$ cat src/rtl/afc_pkg.sv
// ----------------------------------------------------------------------------
// afc_pkg
// Shared constants and types for the box versus frustum culling core.
// ----------------------------------------------------------------------------
package afc_pkg;

  localparam int NUM_PLANES      = 6;
  localparam int PLANE_W         = 64;
  localparam int NORM_W          = 16;
  localparam int DIST_W          = 16;
  localparam int DIST_SHIFT      = 14;
  localparam int CNT_OUT_W       = 16;
  localparam int COUNT_WIDTH_DEF = 16;
  localparam int COORD_WIDTH_DEF = 16;
  localparam int APB_ADDR_W      = 6;
  localparam int APB_DATA_W      = 64;
  localparam int REG_IDX_W       = 3;

  typedef enum logic [REG_IDX_W-1:0] {
    REG_PLANE_LEFT   = 3'd0,
    REG_PLANE_RIGHT  = 3'd1,
    REG_PLANE_BOTTOM = 3'd2,
    REG_PLANE_TOP    = 3'd3,
    REG_PLANE_NEAR   = 3'd4,
    REG_PLANE_FAR    = 3'd5
  } afc_reg_e;

  // flags that travel with an item down the plane chain
  typedef struct packed {
    logic frame_start;
    logic object_visible;
    logic has_bounds;
    logic pass;
  } afc_flags_t;

endpackage

$ cat src/rtl/afc_plane_cell.sv
// ----------------------------------------------------------------------------
// afc_plane_cell
// One plane of the frustum test: positive-vertex products, then the signed
// sum against the plane distance, two register stages with valid/ready.
// ----------------------------------------------------------------------------
module afc_plane_cell #(
  parameter int COORD_WIDTH = 16
) (
  input  logic                           clk_i,
  input  logic                           rst_ni,
  input  logic [afc_pkg::PLANE_W-1:0]    plane_i,
  input  logic                           valid_i,
  output logic                           ready_o,
  input  afc_pkg::afc_flags_t            flags_i,
  input  logic signed [COORD_WIDTH-1:0]  lo_i [3],
  input  logic signed [COORD_WIDTH-1:0]  hi_i [3],
  output logic                           valid_o,
  input  logic                           ready_i,
  output afc_pkg::afc_flags_t            flags_o,
  output logic signed [COORD_WIDTH-1:0]  lo_o [3],
  output logic signed [COORD_WIDTH-1:0]  hi_o [3]
);
  import afc_pkg::*;

  localparam int PROD_W = NORM_W + COORD_WIDTH;
  localparam int ACC_W  = (COORD_WIDTH + 18 > 32) ? COORD_WIDTH + 18 : 32;

  logic signed [NORM_W-1:0]      norm [3];
  logic signed [DIST_W-1:0]      plane_dist;
  logic signed [COORD_WIDTH-1:0] vtx  [3];
  logic signed [PROD_W-1:0]      prod_d [3];
  logic signed [PROD_W-1:0]      prod_q [3];
  logic signed [ACC_W-1:0]       acc;

  logic                          s1_valid_q, s2_valid_q;
  logic                          s1_ready, s2_ready;
  afc_flags_t                    s1_flags_q, s2_flags_q;
  afc_flags_t                    s2_flags_d;
  logic signed [COORD_WIDTH-1:0] s1_lo_q [3];
  logic signed [COORD_WIDTH-1:0] s1_hi_q [3];
  logic signed [COORD_WIDTH-1:0] s2_lo_q [3];
  logic signed [COORD_WIDTH-1:0] s2_hi_q [3];

  assign norm[0]    = plane_i[63:48];
  assign norm[1]    = plane_i[47:32];
  assign norm[2]    = plane_i[31:16];
  assign plane_dist = plane_i[15:0];

  always_comb begin
    for (int a = 0; a < 3; a++) begin
      vtx[a]    = norm[a][NORM_W-1] ? lo_i[a] : hi_i[a];
      prod_d[a] = norm[a] * vtx[a];
    end
  end

  assign acc = ACC_W'(prod_q[0]) + ACC_W'(prod_q[1]) + ACC_W'(prod_q[2])
             + (ACC_W'(plane_dist) <<< DIST_SHIFT);

  always_comb begin
    s2_flags_d      = s1_flags_q;
    s2_flags_d.pass = s1_flags_q.pass && !acc[ACC_W-1];
  end

  assign s2_ready = !s2_valid_q || ready_i;
  assign s1_ready = !s1_valid_q || s2_ready;
  assign ready_o  = s1_ready;

  always_ff @(posedge clk_i or negedge rst_ni) begin
    if (!rst_ni) begin
      s1_valid_q <= 1'b0;
      s2_valid_q <= 1'b0;
    end else begin
      if (s1_ready) s1_valid_q <= valid_i;
      if (s2_ready) s2_valid_q <= s1_valid_q;
    end
  end

  always_ff @(posedge clk_i) begin
    if (s1_ready && valid_i) begin
      s1_flags_q <= flags_i;
      for (int a = 0; a < 3; a++) begin
        prod_q[a]  <= prod_d[a];
        s1_lo_q[a] <= lo_i[a];
        s1_hi_q[a] <= hi_i[a];
      end
    end
    if (s2_ready && s1_valid_q) begin
      s2_flags_q <= s2_flags_d;
      for (int a = 0; a < 3; a++) begin
        s2_lo_q[a] <= s1_lo_q[a];
        s2_hi_q[a] <= s1_hi_q[a];
      end
    end
  end

  assign valid_o = s2_valid_q;
  assign flags_o = s2_flags_q;
  assign lo_o    = s2_lo_q;
  assign hi_o    = s2_hi_q;

endmodule

$ cat config.mk
export PLATFORM = sky130hd
export DESIGN_NAME = afc_plane_cell
export DESIGN_NICKNAME = d
export VERILOG_FILES = /design/src/rtl/afc_pkg.sv /design/src/rtl/afc_plane_cell.sv
export SDC_FILE = /design/constraint.sdc
export NUM_CORES = 2
export LEC_CHECK = 0
export ABC_CLOCK_PERIOD_IN_PS = 14560
export BUFFER_PORTS_ARGS = -buffer_cell sky130_fd_sc_hd__buf_2
export CAP_MARGIN = 10
export CORE_ASPECT_RATIO = 0.7
export CORE_MARGIN = 10
export CORE_UTILIZATION = 60
export CTS_BUF_LIST = sky130_fd_sc_hd__clkbuf_4
export DETAILED_ROUTE_END_ITERATION = 10
export GPL_TIMING_DRIVEN = 0
export PLACE_DENSITY = 0.83
export SETUP_SLACK_MARGIN = 0.5
export SLEW_MARGIN = 15
export SYNTH_ARGS = -nofsm -noshare
export SYNTH_HDL_FRONTEND = slang
export SYNTH_SLANG_ARGS = --single-unit
$ cat constraint.sdc
create_clock -name clk_i -period 14.56 [get_ports clk_i]
set_clock_uncertainty 0.1 [all_clocks]
set_input_delay 0.728 -clock clk_i [delete_from_list [all_inputs] [get_ports clk_i]]
set_output_delay 0.728 -clock clk_i [all_outputs]
set_load 0.005 [all_outputs]
# Word-level counts from Yosys, hierarchy flattened
# Memories as Yosys holds them, arrays and structs flattened. A register that Yosys moved wholly into a read port is not among the register bits.
# Index checks and enable logic that the tools add are counted.
totals:
  mem_bits_rw: 192
  n_memories: 3
  input_bits: 168
  out_inout_bits: 102
  regBits: 10
  elab_cells: 32
op_classes:
  mul: 3
  add_sub_neg: 3
  muxes: 5
  n_reduce_logical: 8
mem_list:
  columns: ["name", "depth", "width", "read_ports", "rd_clocked_by_memory_dff", "write_ports", "line", "text"]
  rows:
  - ["prod_q", 3, 32, 3, 0, 3, "afc_plane_cell.sv:32", "logic signed [PROD_W-1:0] prod_q [3];"]
  - ["s1_hi_q", 3, 16, 3, 3, 3, "afc_plane_cell.sv:40", "logic signed [COORD_WIDTH-1:0] s1_hi_q [3];"]
  - ["s1_lo_q", 3, 16, 3, 3, 3, "afc_plane_cell.sv:39", "logic signed [COORD_WIDTH-1:0] s1_lo_q [3];"]
op_table:
  columns: ["op", "n"]
  rows:
  - ["$mul A16 B16 Y32", 3]
  - ["$mux W16", 3]
  - ["$add A33 B32 Y34", 1]
  - ["$add A34 B30 Y34", 1]
  - ["$add A32 B32 Y33", 1]
  - ["$logic_and A1 B1 Y1", 3]
  - ["$logic_not A1 Y1", 3]
  - ["$logic_or A1 B1 Y1", 2]
  - ["$mux W1", 2]

# Longest topological paths before layout
logic_depth:
  depth_word: 6
  mapped_depth: 28
  depth_no_buf: 24

# Least setup slack after synthesis
# OpenSTA, ideal clock, no wires.
synth_path:
  path_kind: "in2reg"
  start: "input plane_i[47] (netlist bit)"
  end: "memory prod_q[0][62] (netlist bit), data pin"
  n_path_buf: 4
  required_time_ps: 14197
  path_stages: 28
  path_slack_ps: 6934
  setup_ps: 263
  arrival_time_ps: 7263
  cell_sequence: "clkbuf_1 > clkbuf_1 > nand2_1 > inv_1 > a21o_1 > buf_1 > nand2_1 > fa_1 > inv_1 > fa_1 > inv_1 > fa_1 > inv_1 > fa_1 > fa_1 > inv_1 > fa_1 > inv_1 > ha_1 > clkbuf_1 > nand4_1 > nor2_1 > o211a_1 > o41a_1 > a221o_1 > a221o_1 > o41ai_2 > xnor2_1"
synth_rtl:
  columns: ["item", "line", "text"]
  rows:
  - ["start: declaration", "afc_plane_cell.sv:11", "input logic [afc_pkg::PLANE_W-1:0] plane_i,"]
  - ["end: declaration", "afc_plane_cell.sv:32", null]

==> summary.txt <==
Clock tree
  • CTS resizes: 0
  • Clk root buf: clkbuf_4
  • H-tree levels: 3
  • Clock Pin Slew Worst Setup and Hold Paths: 60 ps
  • Cts bufs inserted: 84
  • Clock Sinks: 298
  • Clock Latency Late Sink: 970 ps
  • CTS Buffer Depth: 3
  • TritonCTS clock tree: built

GRT
  • First-pass GRT wire length: 179 mm
  • GRT Overall Usage: 30.0%
  • Initial antenna violation count: 13
  • Vias in the first global route: 31300
  • Largest net degree at the start of global routing: 58
  • Total grt overflow: 0

Timing
  • Crit path time final: 8990 ps
  • Fmax: 111 MHz
  • Final-report setup violation count: 0
  • Measured slew at the worst slew-check pin: 1310 ps
  • Fin crit share: 61.7%
  • Max_slew headroom: 11.7%
  • Final Max Tran Viols: 0
  • Fin Setup TNS: 0 ps
  • RSZ-0062 raised after global routing: no
  • Final hold violation count: 0

Floorplanning
  • Initial core utilization: 60.9%
  • Core Box Area: 0.0667 mm2
  • Site row count: 79
  • I/O Pins: 270
  • Die Height: 238 um
  • Die area: 0.0787 mm2
  • Die X: 331 um

Setup path
  • Register-to-Register Path Depth: 12
  • Worst R2R Start: prod_q[0][31]
  • Cell mode on critical path: fa_1
  • Critical Path, Cell by Cell: dlygate4sd3_1, buf_2, nand2_1, inv_1, a21oi_1, clkbuf_1, nor2b_1, fa_1, inv_1, fa_1, fa_1, fa_1, inv_1, fa_1, fa_1, ha_1, and3_1, a221oi_1, o311ai_0, a211o_1, a31oi_1, o21ai_0, a211oi_1
  • Worst R2R End: flags_o[0]
  • CP arrival: 9580 ps
  • Worst Path Required: 15160 ps
  • CP max stage cell: a21oi_1
  • Critical path peak fanout: 10
  • Worst Path Class, Setup: in -> reg
  • CP max stage delay: 800 ps
  • Crit. End Element: flop
  • Reg2reg setup slack: 9480 ps
  • Crit start category: input pin

Synthesis
  • EDFF count, synth: 296
  • Syn_nets: 5041
  • Count of state elements after synthesis: 298
  • Mapped Area: 0.0406 mm2
  • Register area share after synthesis: 22.0%
  • Yosys warnings: 0
  • Async S/R FF share, synth: 0.671%
  • Netlist cell types: 58
  • Dominant synthesized flop cell: edfxtp_1
  • Avg Synthesized Cell Area: 10.8 um2
  • Synth Instances: 3748

Cells and area
  • Share of cells above drive strength 1: 10.0%
  • FILL cells: 4934
  • Final #Nets: 5507
  • Area growth, synth to finish: 11.8%

Worst hold path
  • WHS Endpoint: prod_q[0][32]
  • WHS Path Cells: 2
  • Worst Hold Launch: plane_i[32]
  • Min-Delay Path Class: in -> reg

Job
  • MaxCap Viol Count: 0

Route
  • Final WL: 113 mm
  • Vias: 29000
  • Wire length per cell: 21.9 um
  • # DRC: 0
  • DRT antenna net count: 0
  • Drt via density: 5.59
  • DR pass1 iterations: 9
  • Drt initial violations: 2791

Outcome
  • Status: complete, no violations

Placement
  • Post-DP HPWL: 92.7 mm
  • Input/output buffers: 268
  • GP Congestion: 1.08
worst max path at each step:
stage,startpoint,to,slack (ps),depth (start not counted)
after floorplan,plane_i[47],prod_q[0][62],6930,28
after global placement,plane_i[47],prod_q[0][63],4800,24
after detailed placement,plane_i[31],prod_q[0][94],4970,28
after CTS,lo_i[20],prod_q[0][63],5970,25
after global routing,plane_i[31],prod_q[0][86],5220,29
final,lo_i[20],prod_q[0][63],5570,23
sequential cells by signal, indices dropped and copies added, names as in the netlist:
signal	cells
s1_valid_q	1
hi_o	48
s1_lo_q	48
valid_o	1
flags_o	4
prod_q	96
s1_hi_q	48
lo_o	48
s1_flags_q	4
area by class of cell:
cell class | instances | area (um2) | area share (%)
sequential | 298 | 8940 | 19.7
buffer | 107 | 402 | 0.884
clock inverter | 33 | 209 | 0.460
inverter | 876 | 3290 | 7.24
clock buffer | 115 | 863 | 1.90
antenna | 23 | 57.6 | 0.127
multi-input combinational | 2467 | 28000 | 61.7
tap | 891 | 1110 | 2.45
timing repair buffer | 380 | 2530 | 5.58
repair_timing:
item / in CTS / in global routing
hold buffers: 104 / 0
endpoints found under the hold margin: 104 / 0
setup buffers: 0 / 0
through the flow:
stage / worst slack, ps / hold slack (ps) / cell area, um2 / cells / util, %
5_1_grt: 5220 / 173 / 45400 / 5178 / 68.0
2_1_floorplan: 6930 / 300 / 40600 / 3748 / -
3_5_place_dp: 4970 / 305 / 43200 / 4914 / 64.8
4_1_cts: 5970 / 181 / 45300 / 5166 / 68.0
6_report: 5570 / 232 / 45400 / 5190 / 68.1
3_3_place_gp: 4800 / 300 / 43100 / 4907 / 64.6
worst max-delay path, delay by kind of cell:
kind / cells / cell delay, ps
fa+ha+maj: 7 / 3460
compound gates: 7 / 3170
buf+inv: 6 / 1650
simple gates: 3 / 550
cell families (layout without fill, tap and decap cells):
logic type | after synthesis | after routing | share of synthesized area (%)
flip-flops | 298 | 298 | 22.0
AO/OA/AOI/OAI | 290 | 290 | 4.73
multiplexers | 3 | 3 | 0.0739
AND/OR/NAND/NOR | 946 | 946 | 11.8
XOR/XNOR | 103 | 103 | 2.22
other | 0 | 23 | 0
buffers and inverters | 983 | 1511 | 9.08
adder cells (fa/ha/maj) | 1125 | 1125 | 50.1
cell usage in the layout, fill, tap and decap left out, drive strengths merged, types with 63 or more instances in the layout:
| cell | count |
|---|---|
| edfxtp | 296 |
| xnor2 | 85 |
| a21oi | 83 |
| and2 | 162 |
| fa | 836 |
| ha | 289 |
| inv | 879 |
| dlygate4sd3 | 104 |
| clkbuf | 219 |
| nor2b | 229 |
| a21o | 63 |
| buf | 279 |
| nor2 | 78 |
| nand2 | 364 |
layer usage:
metal | GRT usage, % | wire length [um] | vias up
met5 | 0 | 54 | -
met4 | 9.54 | 3980 | 8
met3 | 13.9 | 16600 | 284
met2 | 42.1 | 48000 | 1758
met1 | 41.1 | 44800 | 14500
li1 | - | - | 12400
synth_stat cells, types with 3 or more instances:
cell type | instances | share of area (%)
inv_1 | 876 | 8.1
fa_1 | 836 | 41
nand2_1 | 364 | 3.4
edfxtp_1 | 296 | 22
ha_1 | 289 | 8.9
nor2b_1 | 229 | 3.5
and2_1 | 162 | 2.5
clkbuf_1 | 104 | 0.96
xnor2_1 | 85 | 1.8
a21oi_1 | 83 | 1.0
nor2_1 | 78 | 0.72
a21o_1 | 63 | 1.2
o21ai_0 | 44 | 0.54
nand2b_1 | 30 | 0.46
xor2_1 | 18 | 0.39
nor3_1 | 16 | 0.20
a211oi_1 | 14 | 0.26
nand4_1 | 14 | 0.22
nand3_1 | 13 | 0.16
or2_2 | 13 | 0.20
a21boi_0 | 11 | 0.20
o21bai_1 | 11 | 0.20
and3_1 | 10 | 0.15
o211ai_1 | 10 | 0.18
nor4_1 | 6 | 0.092
a31oi_1 | 5 | 0.077
o21a_1 | 5 | 0.092
a2111oi_0 | 4 | 0.086
a211o_1 | 4 | 0.086
o211a_1 | 4 | 0.099
o311ai_0 | 4 | 0.086
a221o_1 | 3 | 0.074
a221oi_1 | 3 | 0.065
buf_1 | 3 | 0.028
mux2i_1 | 3 | 0.074
o2111ai_1 | 3 | 0.065
o22ai_1 | 3 | 0.046
o31ai_1 | 3 | 0.055
or3_1 | 3 | 0.046
Power is left out: the tool's default activity adds up to more than one toggle a clock period on the data nets, which glitch-free logic cannot reach.
