<file path="config.mk">
export PLATFORM = sky130hd
export DESIGN_NAME = afc_stats_flat
export DESIGN_NICKNAME = d
export VERILOG_FILES = /design/src/rtl/afc_pkg.sv /design/src/rtl/afc_if.sv /design/src/rtl/afc_stats.sv /design/src/flat_wrapper.sv
export SDC_FILE = /design/constraint.sdc
export NUM_CORES = 1
export LEC_CHECK = 0
export BUFFER_PORTS_ARGS = -buffer_cell sky130_fd_sc_hd__buf_2
export CAP_MARGIN = 40
export CORE_MARGIN = 2
export CORE_UTILIZATION = 60
export DETAILED_ROUTE_END_ITERATION = 10
export PLACE_DENSITY = 0.93
export SLEW_MARGIN = 40
export SYNTH_ARGS = -nofsm -noshare
export SYNTH_HDL_FRONTEND = slang
export SYNTH_SLANG_ARGS = --single-unit
</file>
<file path="constraint.sdc">
create_clock -name clk_i -period 5.6 [get_ports clk_i]
set_input_delay 1.4 -clock clk_i [delete_from_list [all_inputs] [get_ports clk_i]]
set_output_delay 1.4 -clock clk_i [all_outputs]
set_load 0.03 [all_outputs]
</file>
<file path="src/rtl/afc_pkg.sv">
// ----------------------------------------------------------------------------
// afc_pkg
// Shared constants and types for the box versus frustum culling core.
// ----------------------------------------------------------------------------
package afc_pkg;

  localparam int NUM_PLANES      = 6;
  localparam int PLANE_W         = 64;
  localparam int NORM_W          = 16;
  localparam int DIST_W          = 16;
  localparam int DIST_SHIFT      = 14;
  localparam int CNT_OUT_W       = 16;
  localparam int COUNT_WIDTH_DEF = 16;
  localparam int COORD_WIDTH_DEF = 16;
  localparam int APB_ADDR_W      = 6;
  localparam int APB_DATA_W      = 64;
  localparam int REG_IDX_W       = 3;

  typedef enum logic [REG_IDX_W-1:0] {
    REG_PLANE_LEFT   = 3'd0,
    REG_PLANE_RIGHT  = 3'd1,
    REG_PLANE_BOTTOM = 3'd2,
    REG_PLANE_TOP    = 3'd3,
    REG_PLANE_NEAR   = 3'd4,
    REG_PLANE_FAR    = 3'd5
  } afc_reg_e;

  // flags that travel with an item down the plane chain
  typedef struct packed {
    logic frame_start;
    logic object_visible;
    logic has_bounds;
    logic pass;
  } afc_flags_t;

endpackage

</file>
<file path="src/rtl/afc_if.sv">


interface afc_out_if;
  logic        valid;
  logic        ready;
  logic        in_frustum;
  logic [15:0] total_count;
  logic [15:0] hidden_count;
  logic [15:0] bypass_count;
  logic [15:0] tested_count;
  logic [15:0] passed_count;
  logic [15:0] culled_count;
  logic [15:0] main_visible_count;

  modport source (
    output valid, in_frustum, total_count, hidden_count, bypass_count,
           tested_count, passed_count, culled_count, main_visible_count,
    input  ready
  );
  modport sink (
    input  valid, in_frustum, total_count, hidden_count, bypass_count,
           tested_count, passed_count, culled_count, main_visible_count,
    output ready
  );
endinterface

</file>
<file path="src/rtl/afc_stats.sv">
// ----------------------------------------------------------------------------
// afc_stats
// Per-frame saturating counters and the registered result item.
// ----------------------------------------------------------------------------
module afc_stats #(
  parameter int COUNT_WIDTH = 16
) (
  input  logic                clk_i,
  input  logic                rst_ni,
  input  logic                valid_i,
  output logic                ready_o,
  input  afc_pkg::afc_flags_t flags_i,
  afc_out_if.source           out_ch
);
  import afc_pkg::*;

  localparam logic [COUNT_WIDTH-1:0] CNT_MAX = {COUNT_WIDTH{1'b1}};

  function automatic logic [COUNT_WIDTH-1:0] bump(
    input logic [COUNT_WIDTH-1:0] c,
    input logic                   en
  );
    return (en && c != CNT_MAX) ? c + 1'b1 : c;
  endfunction

  logic                   out_valid_q;
  logic                   take;
  logic                   is_hidden, is_bypass, is_tested, is_passed, is_culled;
  logic [COUNT_WIDTH-1:0] total_q, hidden_q, bypass_q, tested_q;
  logic [COUNT_WIDTH-1:0] passed_q, culled_q, main_q;
  logic [COUNT_WIDTH-1:0] total_d, hidden_d, bypass_d, tested_d;
  logic [COUNT_WIDTH-1:0] passed_d, culled_d, main_d;
  logic                   in_frustum_q;

  assign ready_o = !out_valid_q || out_ch.ready;
  assign take    = ready_o && valid_i;

  assign is_hidden = !flags_i.object_visible;
  assign is_bypass = flags_i.object_visible && !flags_i.has_bounds;
  assign is_tested = flags_i.object_visible && flags_i.has_bounds;
  assign is_passed = is_tested && flags_i.pass;
  assign is_culled = is_tested && !flags_i.pass;

  always_comb begin
    total_d  = flags_i.frame_start ? '0 : total_q;
    hidden_d = flags_i.frame_start ? '0 : hidden_q;
    bypass_d = flags_i.frame_start ? '0 : bypass_q;
    tested_d = flags_i.frame_start ? '0 : tested_q;
    passed_d = flags_i.frame_start ? '0 : passed_q;
    culled_d = flags_i.frame_start ? '0 : culled_q;
    main_d   = flags_i.frame_start ? '0 : main_q;
    total_d  = bump(total_d, 1'b1);
    hidden_d = bump(hidden_d, is_hidden);
    bypass_d = bump(bypass_d, is_bypass);
    tested_d = bump(tested_d, is_tested);
    passed_d = bump(passed_d, is_passed);
    culled_d = bump(culled_d, is_culled);
    main_d   = bump(main_d, is_bypass || is_passed);
  end

  always_ff @(posedge clk_i or negedge rst_ni) begin
    if (!rst_ni) begin
      out_valid_q <= 1'b0;
      total_q     <= '0;
      hidden_q    <= '0;
      bypass_q    <= '0;
      tested_q    <= '0;
      passed_q    <= '0;
      culled_q    <= '0;
      main_q      <= '0;
    end else begin
      if (ready_o) out_valid_q <= valid_i;
      if (take) begin
        total_q  <= total_d;
        hidden_q <= hidden_d;
        bypass_q <= bypass_d;
        tested_q <= tested_d;
        passed_q <= passed_d;
        culled_q <= culled_d;
        main_q   <= main_d;
      end
    end
  end

  always_ff @(posedge clk_i) begin
    if (take) in_frustum_q <= !is_culled;
  end

  assign out_ch.valid              = out_valid_q;
  assign out_ch.in_frustum         = in_frustum_q;
  assign out_ch.total_count        = CNT_OUT_W'(total_q);
  assign out_ch.hidden_count       = CNT_OUT_W'(hidden_q);
  assign out_ch.bypass_count       = CNT_OUT_W'(bypass_q);
  assign out_ch.tested_count       = CNT_OUT_W'(tested_q);
  assign out_ch.passed_count       = CNT_OUT_W'(passed_q);
  assign out_ch.culled_count       = CNT_OUT_W'(culled_q);
  assign out_ch.main_visible_count = CNT_OUT_W'(main_q);

endmodule

</file>
<file path="src/flat_wrapper.sv">
// flat-port wrapper written by rule: the top's interface ports become plain ports
module afc_stats_flat import afc_pkg::*;
#(
  parameter int COUNT_WIDTH = 16
)
  (clk_i, rst_ni, valid_i, ready_o, flags_i, out_ch_valid, out_ch_in_frustum, out_ch_total_count, out_ch_hidden_count, out_ch_bypass_count, out_ch_tested_count, out_ch_passed_count, out_ch_culled_count, out_ch_main_visible_count, out_ch_ready);
  afc_out_if out_ch_i ();
  input  logic clk_i;
  input  logic rst_ni;
  input  logic valid_i;
  output logic ready_o;
  input  afc_pkg::afc_flags_t flags_i;
  output wire logic [$bits(out_ch_i.valid)-1:0] out_ch_valid;
  output wire logic [$bits(out_ch_i.in_frustum)-1:0] out_ch_in_frustum;
  output wire logic [$bits(out_ch_i.total_count)-1:0] out_ch_total_count;
  output wire logic [$bits(out_ch_i.hidden_count)-1:0] out_ch_hidden_count;
  output wire logic [$bits(out_ch_i.bypass_count)-1:0] out_ch_bypass_count;
  output wire logic [$bits(out_ch_i.tested_count)-1:0] out_ch_tested_count;
  output wire logic [$bits(out_ch_i.passed_count)-1:0] out_ch_passed_count;
  output wire logic [$bits(out_ch_i.culled_count)-1:0] out_ch_culled_count;
  output wire logic [$bits(out_ch_i.main_visible_count)-1:0] out_ch_main_visible_count;
  input wire logic [$bits(out_ch_i.ready)-1:0] out_ch_ready;
  assign out_ch_valid = out_ch_i.valid;
  assign out_ch_in_frustum = out_ch_i.in_frustum;
  assign out_ch_total_count = out_ch_i.total_count;
  assign out_ch_hidden_count = out_ch_i.hidden_count;
  assign out_ch_bypass_count = out_ch_i.bypass_count;
  assign out_ch_tested_count = out_ch_i.tested_count;
  assign out_ch_passed_count = out_ch_i.passed_count;
  assign out_ch_culled_count = out_ch_i.culled_count;
  assign out_ch_main_visible_count = out_ch_i.main_visible_count;
  assign out_ch_i.ready = out_ch_ready;
  afc_stats #(.COUNT_WIDTH(COUNT_WIDTH)) u_core (.clk_i(clk_i), .rst_ni(rst_ni), .valid_i(valid_i), .ready_o(ready_o), .flags_i(flags_i), .out_ch(out_ch_i));
endmodule
</file>
[After elaboration in Yosys (flattened, before gate mapping)]
Cells that the tools add are included.
Storage, ports and cells
  register bits after elaboration: 114
  bits of input ports: 8
  logic and storage cells: 55
Operators by class
  $add $sub $neg: 7
  equal/unequal tests: 7
  mux-type cells: 14
  reduce and logical (&&, ||, !) cells: 18
Operators by type and width (number)
  16-bit 2-to-1 mux: 14
  16-bit by 1-bit adder with 16-bit output, second input constant: 7
  16-bit != test, second input constant: 7
  1-bit logical AND: 11
  1-bit logical NOT: 5
  1-bit logical OR: 2

[Longest topological paths before layout]
Gate-level depths: netlist of run 1.
  word-level depth: 5
  depth in mapped cells: 13

[Least setup slack after synthesis of run 1]
No wires, ideal clock.
  kind: input to register
  start: input flags_i[3] (netlist bit)
  end: register u_core.total_q[1] (netlist: u_core.out_ch.total_count[1])
  library setup time: 125 ps
  arrival: 3977 ps
  data required time: 5475 ps
  setup slack: 1498 ps
  stages: 12
  cells stage by stage: buf_2 > buf_6 > buf_2 > clkbuf_1 > buf_1 > nor2b_1 > ha_1 > and4b_1 > and3b_1 > buf_2 > a21oi_1 > mux2_2
Between the ends
  word-level cells in the longest chain between the ends: 3
Ends and longest elaborated chain
  start, declared: line flat_wrapper.sv:12  | input afc_pkg::afc_flags_t flags_i;
  16-bit 2-to-1 mux (*): line afc_stats.sv:45  | total_d = flags_i.frame_start ? '0 : total_q;
  16-bit by 1-bit adder with 16-bit output / 16-bit != test (equally long branches): line afc_stats.sv:23  | return (en && c != CNT_MAX) ? c + 1'b1 : c;
  16-bit 2-to-1 mux (*): line afc_stats.sv:23
  end signal, assigned: line afc_stats.sv:74  | total_q <= total_d;
  end, declared: line afc_stats.sv:29  | logic [COUNT_WIDTH-1:0] total_q, hidden_q, bypass_q, tested_q;
Mark *: on every way between the ends. The rest lies on a longest branch, timed or not.
A chain may end at the register's enable or synchronous reset.

[Worst setup path after layout of run 1]
Ends and elaborated chain as after synthesis.

==> results of run 1 <==
[stage by stage]
| stage | utilization [%] | cell area, um^2 | hold WS (ns) | setup WS [ns] |
|---|---|---|---|---|
| after floorplan | - | 6784 | 0.6623 | 1.498 |
| after global placement | 68.09 | 7446 | 0.5126 | 1.683 |
| after detailed placement | 68.19 | 7457 | 0.5205 | 1.606 |
| after CTS | 73.80 | 8070 | 0.5342 | 2.018 |
| after global routing | 73.80 | 8070 | 0.5662 | 1.800 |
| final | 73.80 | 8070 | 0.5305 | 1.974 |
[routing by layer]
metal	part of all wire, %	up-vias	GRT usage [%]
li1	-	3097	-
met1	41	3241	42.66
met2	48	357	48.60
met3	9.2	30	8.348
met4	1.1	0	8.393
met5	0	-	0
[cell families after synthesis]
| logic type | after synthesis | synth area share [%] |
|---|---|---|
| AOI/OAI and AO/OA | 157 | 16.08 |
| xor gates and xnor gates | 27 | 3.486 |
| adders and majority gates | 2 | 0.3688 |
| buffers and inverters | 64 | 3.984 |
| DFF | 114 | 42.12 |
| muxes | 22 | 3.301 |
| and+or+nand+nor | 388 | 30.65 |
[Yosys cell counts, types with 4 or more instances]
cell type and instances:
and3b_1 5, a41o_1 4, a41oi_1 6, a211o_1 6
nand4_1 33, a211oi_1 11, a31oi_1 18, clkbuf_1 19
a21oi_1 40, nand3b_1 4, o311ai_0 4, a21o_1 6
or3_1 7, o22ai_1 4, nor3b_1 5, buf_1 7
mux2i_1 19, nor4_1 13, and4b_1 6, dfrtp_1 113
a221o_1 7, and3_1 23, nor3_1 28, nor2_1 56
and4_1 7, nor2b_1 13, nand2_1 106, nand2b_1 10
inv_1 21, xnor2_1 12, o21ai_0 19, o211ai_1 9
buf_2 14, xor2_1 15, nand3_1 47
[power groups by stage]
stage               Combinational, mW  Clock (mW)  Sequential [mW]
finish                          0.397        1.12            0.982
detailed placement              0.396           0            0.990
floorplan                       0.156           0             1.09
global placement                0.386           0            0.988
CTS                             0.397        1.13            0.979
global route                    0.430        1.17            0.992
[flip-flops by register name, summed over array words and instances, names as in the netlist]
signal                            cells
u_core.out_ch.bypass_count           16
u_core.out_ch.culled_count           16
u_core.out_ch.hidden_count           16
u_core.out_ch.in_frustum              1
u_core.out_ch.main_visible_count     16
u_core.out_ch.passed_count           16
u_core.out_ch.tested_count           16
u_core.out_ch.total_count            16
u_core.out_ch.valid                   1
[placed cells by master, fill, tap and decap left out, drive strengths merged, types with 9 or more instances in the layout]
| cell type | n |
|---|---|
| a211oi | 12 |
| a21oi | 40 |
| a31oi | 18 |
| and3 | 25 |
| buf | 128 |
| clkbuf | 21 |
| dfrtp | 113 |
| inv | 21 |
| mux2i | 19 |
| nand2 | 106 |
| nand2b | 10 |
| nand3 | 48 |
| nand4 | 34 |
| nor2 | 56 |
| nor2b | 13 |
| nor3 | 29 |
| nor4 | 15 |
| o211ai | 9 |
| o21ai | 19 |
| xnor2 | 12 |
| xor2 | 15 |
[worst max-delay path by stage]
stage	slack (ns)	start	to	depth (start not counted)
2_1_floorplan	1.50	flags_i[3]	u_core.out_ch.total_count[1]	12
3_3_place_gp	1.68	flags_i[3]	u_core.out_ch.total_count[1]	7
3_5_place_dp	1.61	flags_i[3]	u_core.out_ch.total_count[1]	7
4_1_cts	2.02	flags_i[3]	u_core.out_ch.total_count[1]	7
5_1_grt	1.80	flags_i[3]	u_core.out_ch.total_count[7]	8
6_report	1.97	flags_i[3]	u_core.out_ch.total_count[1]	7
[layout make-up]
class / count / area share [%]
Multi-Input combinational cell: 596 / 45.46
Sequential cell: 114 / 35.41
Timing Repair Buffer: 128 / 8.357
Clock buffer: 21 / 5.953
Tap cell: 140 / 2.171
Clock inverter: 11 / 1.643
Inverter: 21 / 1.008
[worst register-to-register path, cell delays in order (launching register included)]
cell and delay [ns]:
dfrtp_1 0.37, nand2b_1 0.25, nand2_4 0.41, buf_4 0.67, nor3_1 0.22, a22o_1 0.22
a31o_2 0.21
==> summary.txt, run 1 <==
status: complete, no violations
crit path DAT: 3.92 ns
Reg-to-Reg End: u_core.out_ch.passed_count[14]
Logic pwr share: 15.9%
initial antenna violation count: 0
All-Layer GR Usage: 30.99%
final period utilization: 64.75%
first-pass GRT wire length: 29700 um
FFs w/ async S/R, synth: 99.12%
gr ovfl total: 0
root buffer cell: clkbuf_16
Final Setup Violations: 0
Final Power: 2.501 mW
Post-route DRC: 0
DR pass1 iterations: 5
Slew Limit Fails: 0
Reg area: 0.002858 mm^2
DIE WIDTH: 110.3 um
DR vias: 6725
hold_buf cts: 0
Via density: 6.523
dpl hpwl: 11370 um
Die Y: 110.3 um
PwrDens: 309.9 mW/mm^2
worst hold path class: flip-flop to flip-flop
Placed Instances: 999
Int Power: 1.742 mW
die area: 0.01217 mm^2
Cells after Synth: 774
I/O pin total: 123
Crit Path Category: input port to flip-flop
Max Cap Viol: 0
H-tree depth reported by CTS: 4
sw frac: 30.33%
Final TNS setup: 0 ns
Final Hold Viols: 0
buffers and inverters on the worst path: 1
worst hold path depth: 2
hold path endpoint: u_core.out_ch.main_visible_count[15]
Pleak: 3.681 nW
Post CTS Setup Buffer Count: 0
number of buffers created by CTS: 17
final layout net count: 888
Sw Pwr: 0.7585 mW
syn_nets: 784
synthesized area per cell: 8.765 um^2
share of the synthesized area in the top cell type: 41.68%
Hold Startpoint: u_core.out_ch.main_visible_count[15]
Reg2Reg Depth: 6
measured slew at the worst slew-check pin: 0.8456 ns
RePlAce Congestion: 0.8858
Initial Utilization: 62.04%
Layout fillers: 800
Crit. End Element: flip-flop
highest clock rate: 275.8 MHz
main flop type after synthesis: dfrtp_1
Clock Latency Late Sink: 0.41 ns
CP Data Required Time: 5.90 ns
Seq pwr share: 39.3%
row count: 38
RSZ-0062 raised after global routing: false
Layout Cells excl Fill: 1031
skew final: 0.007136 ns
Area growth syn-to-layout: 18.96%
CP delay by family, top: simple AND/OR/NAND/NOR gates
CTS Sinks: 114
Synth Warn #: 0
Post-Route WL: 18110 um
Slew HR: 43.63%
clock buffer depth: 2
largest net degree at the start of global routing: 81
Netlist Area Pre-Place: 0.006784 mm^2
initial drt markers: 635
fin crit period: 3.626 ns
Worst-path clk slew: 0.05 ns
largest area contributor in the netlist: dfrtp_1
critical path fanouts, max: 47
# diodes: 0
input/output buffers: 122
Cell Chain, Critical Path: buf_2 > nor2b_1 > ha_1 > and4b_1 > and3b_1 > a21oi_1 > mux2_2
area of the multi-input gates: 0.003669 mm^2
VDD IR max: 0.0002151 V
Max stage delay on crit path: 0.63 ns
Worst setup SP type: input port
r2r setup slk: 3.13 ns
vias in the first global route: 6068
post-CTS resize count: 0
wire per inst: 17.56 um
post-route ant nets: 0
CTS tree: yes
core area: 0.01094 mm^2
synth top area cells: dfrtp_1, nand2_1, nand3_1
Clock power frac: 44.9%
EDFF count, synth: 1
register area share after synthesis: 42.12%
Critical Path Slowest Stage Cell: buf_2
synth unique cells: 72
R2R Path Start: u_core.out_ch.valid
Yosys reg bits: 114
layout cells sized above 1: 20.43%
No activity file was read; power rests on OpenSTA's default activity.
==> inputs of run 2 (changes only) <==
CORE_UTILIZATION = 57   (was 60)
PLACE_DENSITY = 0.89   (was 0.93)
clock period = 3.6 ns   (was 5.6 ns; I/O delays follow)
==> run 2 against run 1 <==
  * The run now ends with DRC left
  * Total power is 49% higher
  * Die area up 5.1%
  * Clock power up 40%
  * Hold slack gained 0.0053 ns
  * Global-route usage decreased by 1.9 points
  * Combinational power up 58%
  * Worst setup slack got worse by 0.97 ns
==> summary.txt, run 2 (synthesis gave the netlist of run 1 again) <==
Crit Path Category: input port to flip-flop
most common cell after layout, fill and taps aside: buf_2
Initial Utilization: 58.91% (-3.1 points)
row count: 39 (+2.6%)
core area: 0.01152 mm^2 (+5.3%)
Max Cap Viol: 0 (unchanged)
initial drt markers: 666 (+4.9%)
Via density: 6.393 (-2.0%)
post-route ant nets: 0 (unchanged)
RePlAce Congestion: 0.9474 (+7.0%)
sw frac: 30.69% (+0.36 points)
initial antenna violation count: 0 (unchanged)
commonest cells after routing, fill and taps aside: buf_2, dfrtp_1, nand2_1
RSZ-0062 raised after global routing: false
wire per inst: 17.36 um (-1.2%)
status: finished with violations
Clock power frac: 42.0% (-2.9 points)
Post CTS Setup Buffer Count: 0 (unchanged)
Reg-to-Reg End: u_core.out_ch.culled_count[2]
Area growth syn-to-layout: 19.49%
Reg2Reg Depth: 7 (+1)
Pleak: 3.716 nW (+0.93%)
hold_ws: 0.5357 ns (+0.005274 ns)
CTS tree: yes
clock buffer depth: 2 (unchanged)
number of buffers created by CTS: 17 (unchanged)
DIE WIDTH: 113.1 um (+2.5%)
failing checks: DRC
Critical Path Slowest Stage Cell: a21oi_2
skew final: 0.007840 ns (+0.0007039 ns)
Die Y: 113.1 um (+2.5%)
input/output buffers: 122 (unchanged)
Final Power: 3.726 mW (+49%)
crit path DAT: 2.90 ns (-1.02 ns)
measured slew at the worst slew-check pin: 0.7173 ns (-0.1283 ns)
CTS Sinks: 114 (unchanged)
CP Data Required Time: 3.90 ns (-2.00 ns)
Int Power: 2.582 mW (+48%)
Slew HR: 51.78% (+8.2 points)
Logic pwr share: 16.9% (+1.0 points)
Clock Latency Late Sink: 0.42 ns (about the same)
H-tree depth reported by CTS: 4 (unchanged)
critical path fanouts, max: 19 (-60%)
post-CTS resize count: 0 (unchanged)
hold_buf cts: 0 (unchanged)
# diodes: 0 (unchanged)
Final Hold Viols: 0 (unchanged)
DR pass1 iterations: 8 (+3)
VDD IR max: 0.0002798 V (+30%)
Worst-path clk slew: 0.05 ns (about the same)
root buffer cell: clkbuf_16
highest clock rate: 385.6 MHz
layout cells sized above 1: 21.08% (+0.66 points)
worst hold path class: input port to asynchronous set/reset pin
All-Layer GR Usage: 29.14% (-1.9 points)
Slew Limit Fails: 0 (unchanged)
die area: 0.01279 mm^2 (+5.1%)
Sw Pwr: 1.143 mW (+51%)
Max stage delay on crit path: 0.38 ns (-0.25 ns)
Worst setup SP type: input port
final period utilization: 72.03%
vias in the first global route: 6133 (+1.1%)
DR vias: 6706 (-0.28%)
first-pass GRT wire length: 30160 um (+1.5%)
Cell Chain, Critical Path: buf_2 > nor2b_1 > ha_1 > and4b_1 > and3b_1 > a21oi_2 > mux2_2
Final Setup Violations: 0 (unchanged)
Crit. End Element: flip-flop
I/O pin total: 123 (unchanged)
Post-route DRC: 7 (+7)
PwrDens: 459.6 mW/mm^2 (+48%)
R2R Path Start: u_core.out_ch.culled_count[1]
Final TNS setup: 0 ns (unchanged)
Seq pwr share: 41.1% (+1.8 points)
final layout net count: 903 (+1.7%)
dpl hpwl: 12400 um (+9.1%)
r2r setup slk: 1.34 ns (-1.79 ns)
Post-Route WL: 18210 um (+0.55%)
gr ovfl total: 0 (unchanged)
largest net degree at the start of global routing: 56 (-31%)
fin crit period: 2.593 ns
## run 2: final cells by class
class | count | area, um^2
clock buffers | 27 | 503.0
clock inverters | 5 | 50.05
fillers | 897 | 3410
inverters | 21 | 78.83
multi-input cells | 596 | 3667
flip-flops and latches | 114 | 2858
well taps | 143 | 178.9
repair buffers | 143 | 770.7
## run 2: per-stage QoR
| stage | cell area [um^2] | worst slack, ns | instances | util, % |
|---|---|---|---|---|
| 6_report | 8107 | 1.007 | 1049 | 70.39 |
| 5_1_grt | 8107 | 0.8747 | 1049 | 70.39 |
| 4_1_cts | 8107 | 1.051 | 1049 | 70.39 |
| 3_5_place_dp | 7553 | 0.6077 | 1017 | 65.59 |
| 3_3_place_gp | 7553 | 0.6478 | 1017 | 65.59 |
| 2_1_floorplan | 6788 | 0.1158 | 774 | - |
## run 2: worst max-delay path: cells and delay by family
family,cells,cell delay [ns]
AO/OA/AOI/OAI,1,0.38
adder cells (fa/ha/maj),1,0.27
buffers and inverters,1,0.33
multiplexers,1,0.38
AND/OR/NAND/NOR,3,0.64
## run 2: worst max-delay path by stage
stage / start / end / slack [ns] / cells after the start
after floorplan: flags_i[3] / u_core.out_ch.total_count[1] / 0.12 / 12
after global placement: flags_i[3] / u_core.out_ch.passed_count[1] / 0.65 / 7
after detailed placement: flags_i[3] / u_core.out_ch.total_count[1] / 0.61 / 7
after CTS: flags_i[3] / u_core.out_ch.total_count[1] / 1.05 / 7
after global routing: flags_i[3] / u_core.out_ch.culled_count[2] / 0.87 / 8
final: flags_i[3] / u_core.out_ch.total_count[1] / 1.01 / 7
## run 2: layer usage
metal  track usage (%)  share of wire [%]  wire length (um)
met5                 0                  0                 0
met4             9.919                1.5               274
met3             7.606                9.0              1632
met2             44.11                 46              8358
met1             41.02                 44              7944
## run 2: power groups by stage
stage / registers [mW] / clock network [mW] / logic [mW]
5_1_grt: 1.54 / 1.66 / 0.674
3_3_place_gp: 1.54 / 0 / 0.614
2_1_floorplan: 1.69 / 0 / 0.244
3_5_place_dp: 1.54 / 0 / 0.628
4_1_cts: 1.52 / 1.59 / 0.629
6_report: 1.53 / 1.57 / 0.628
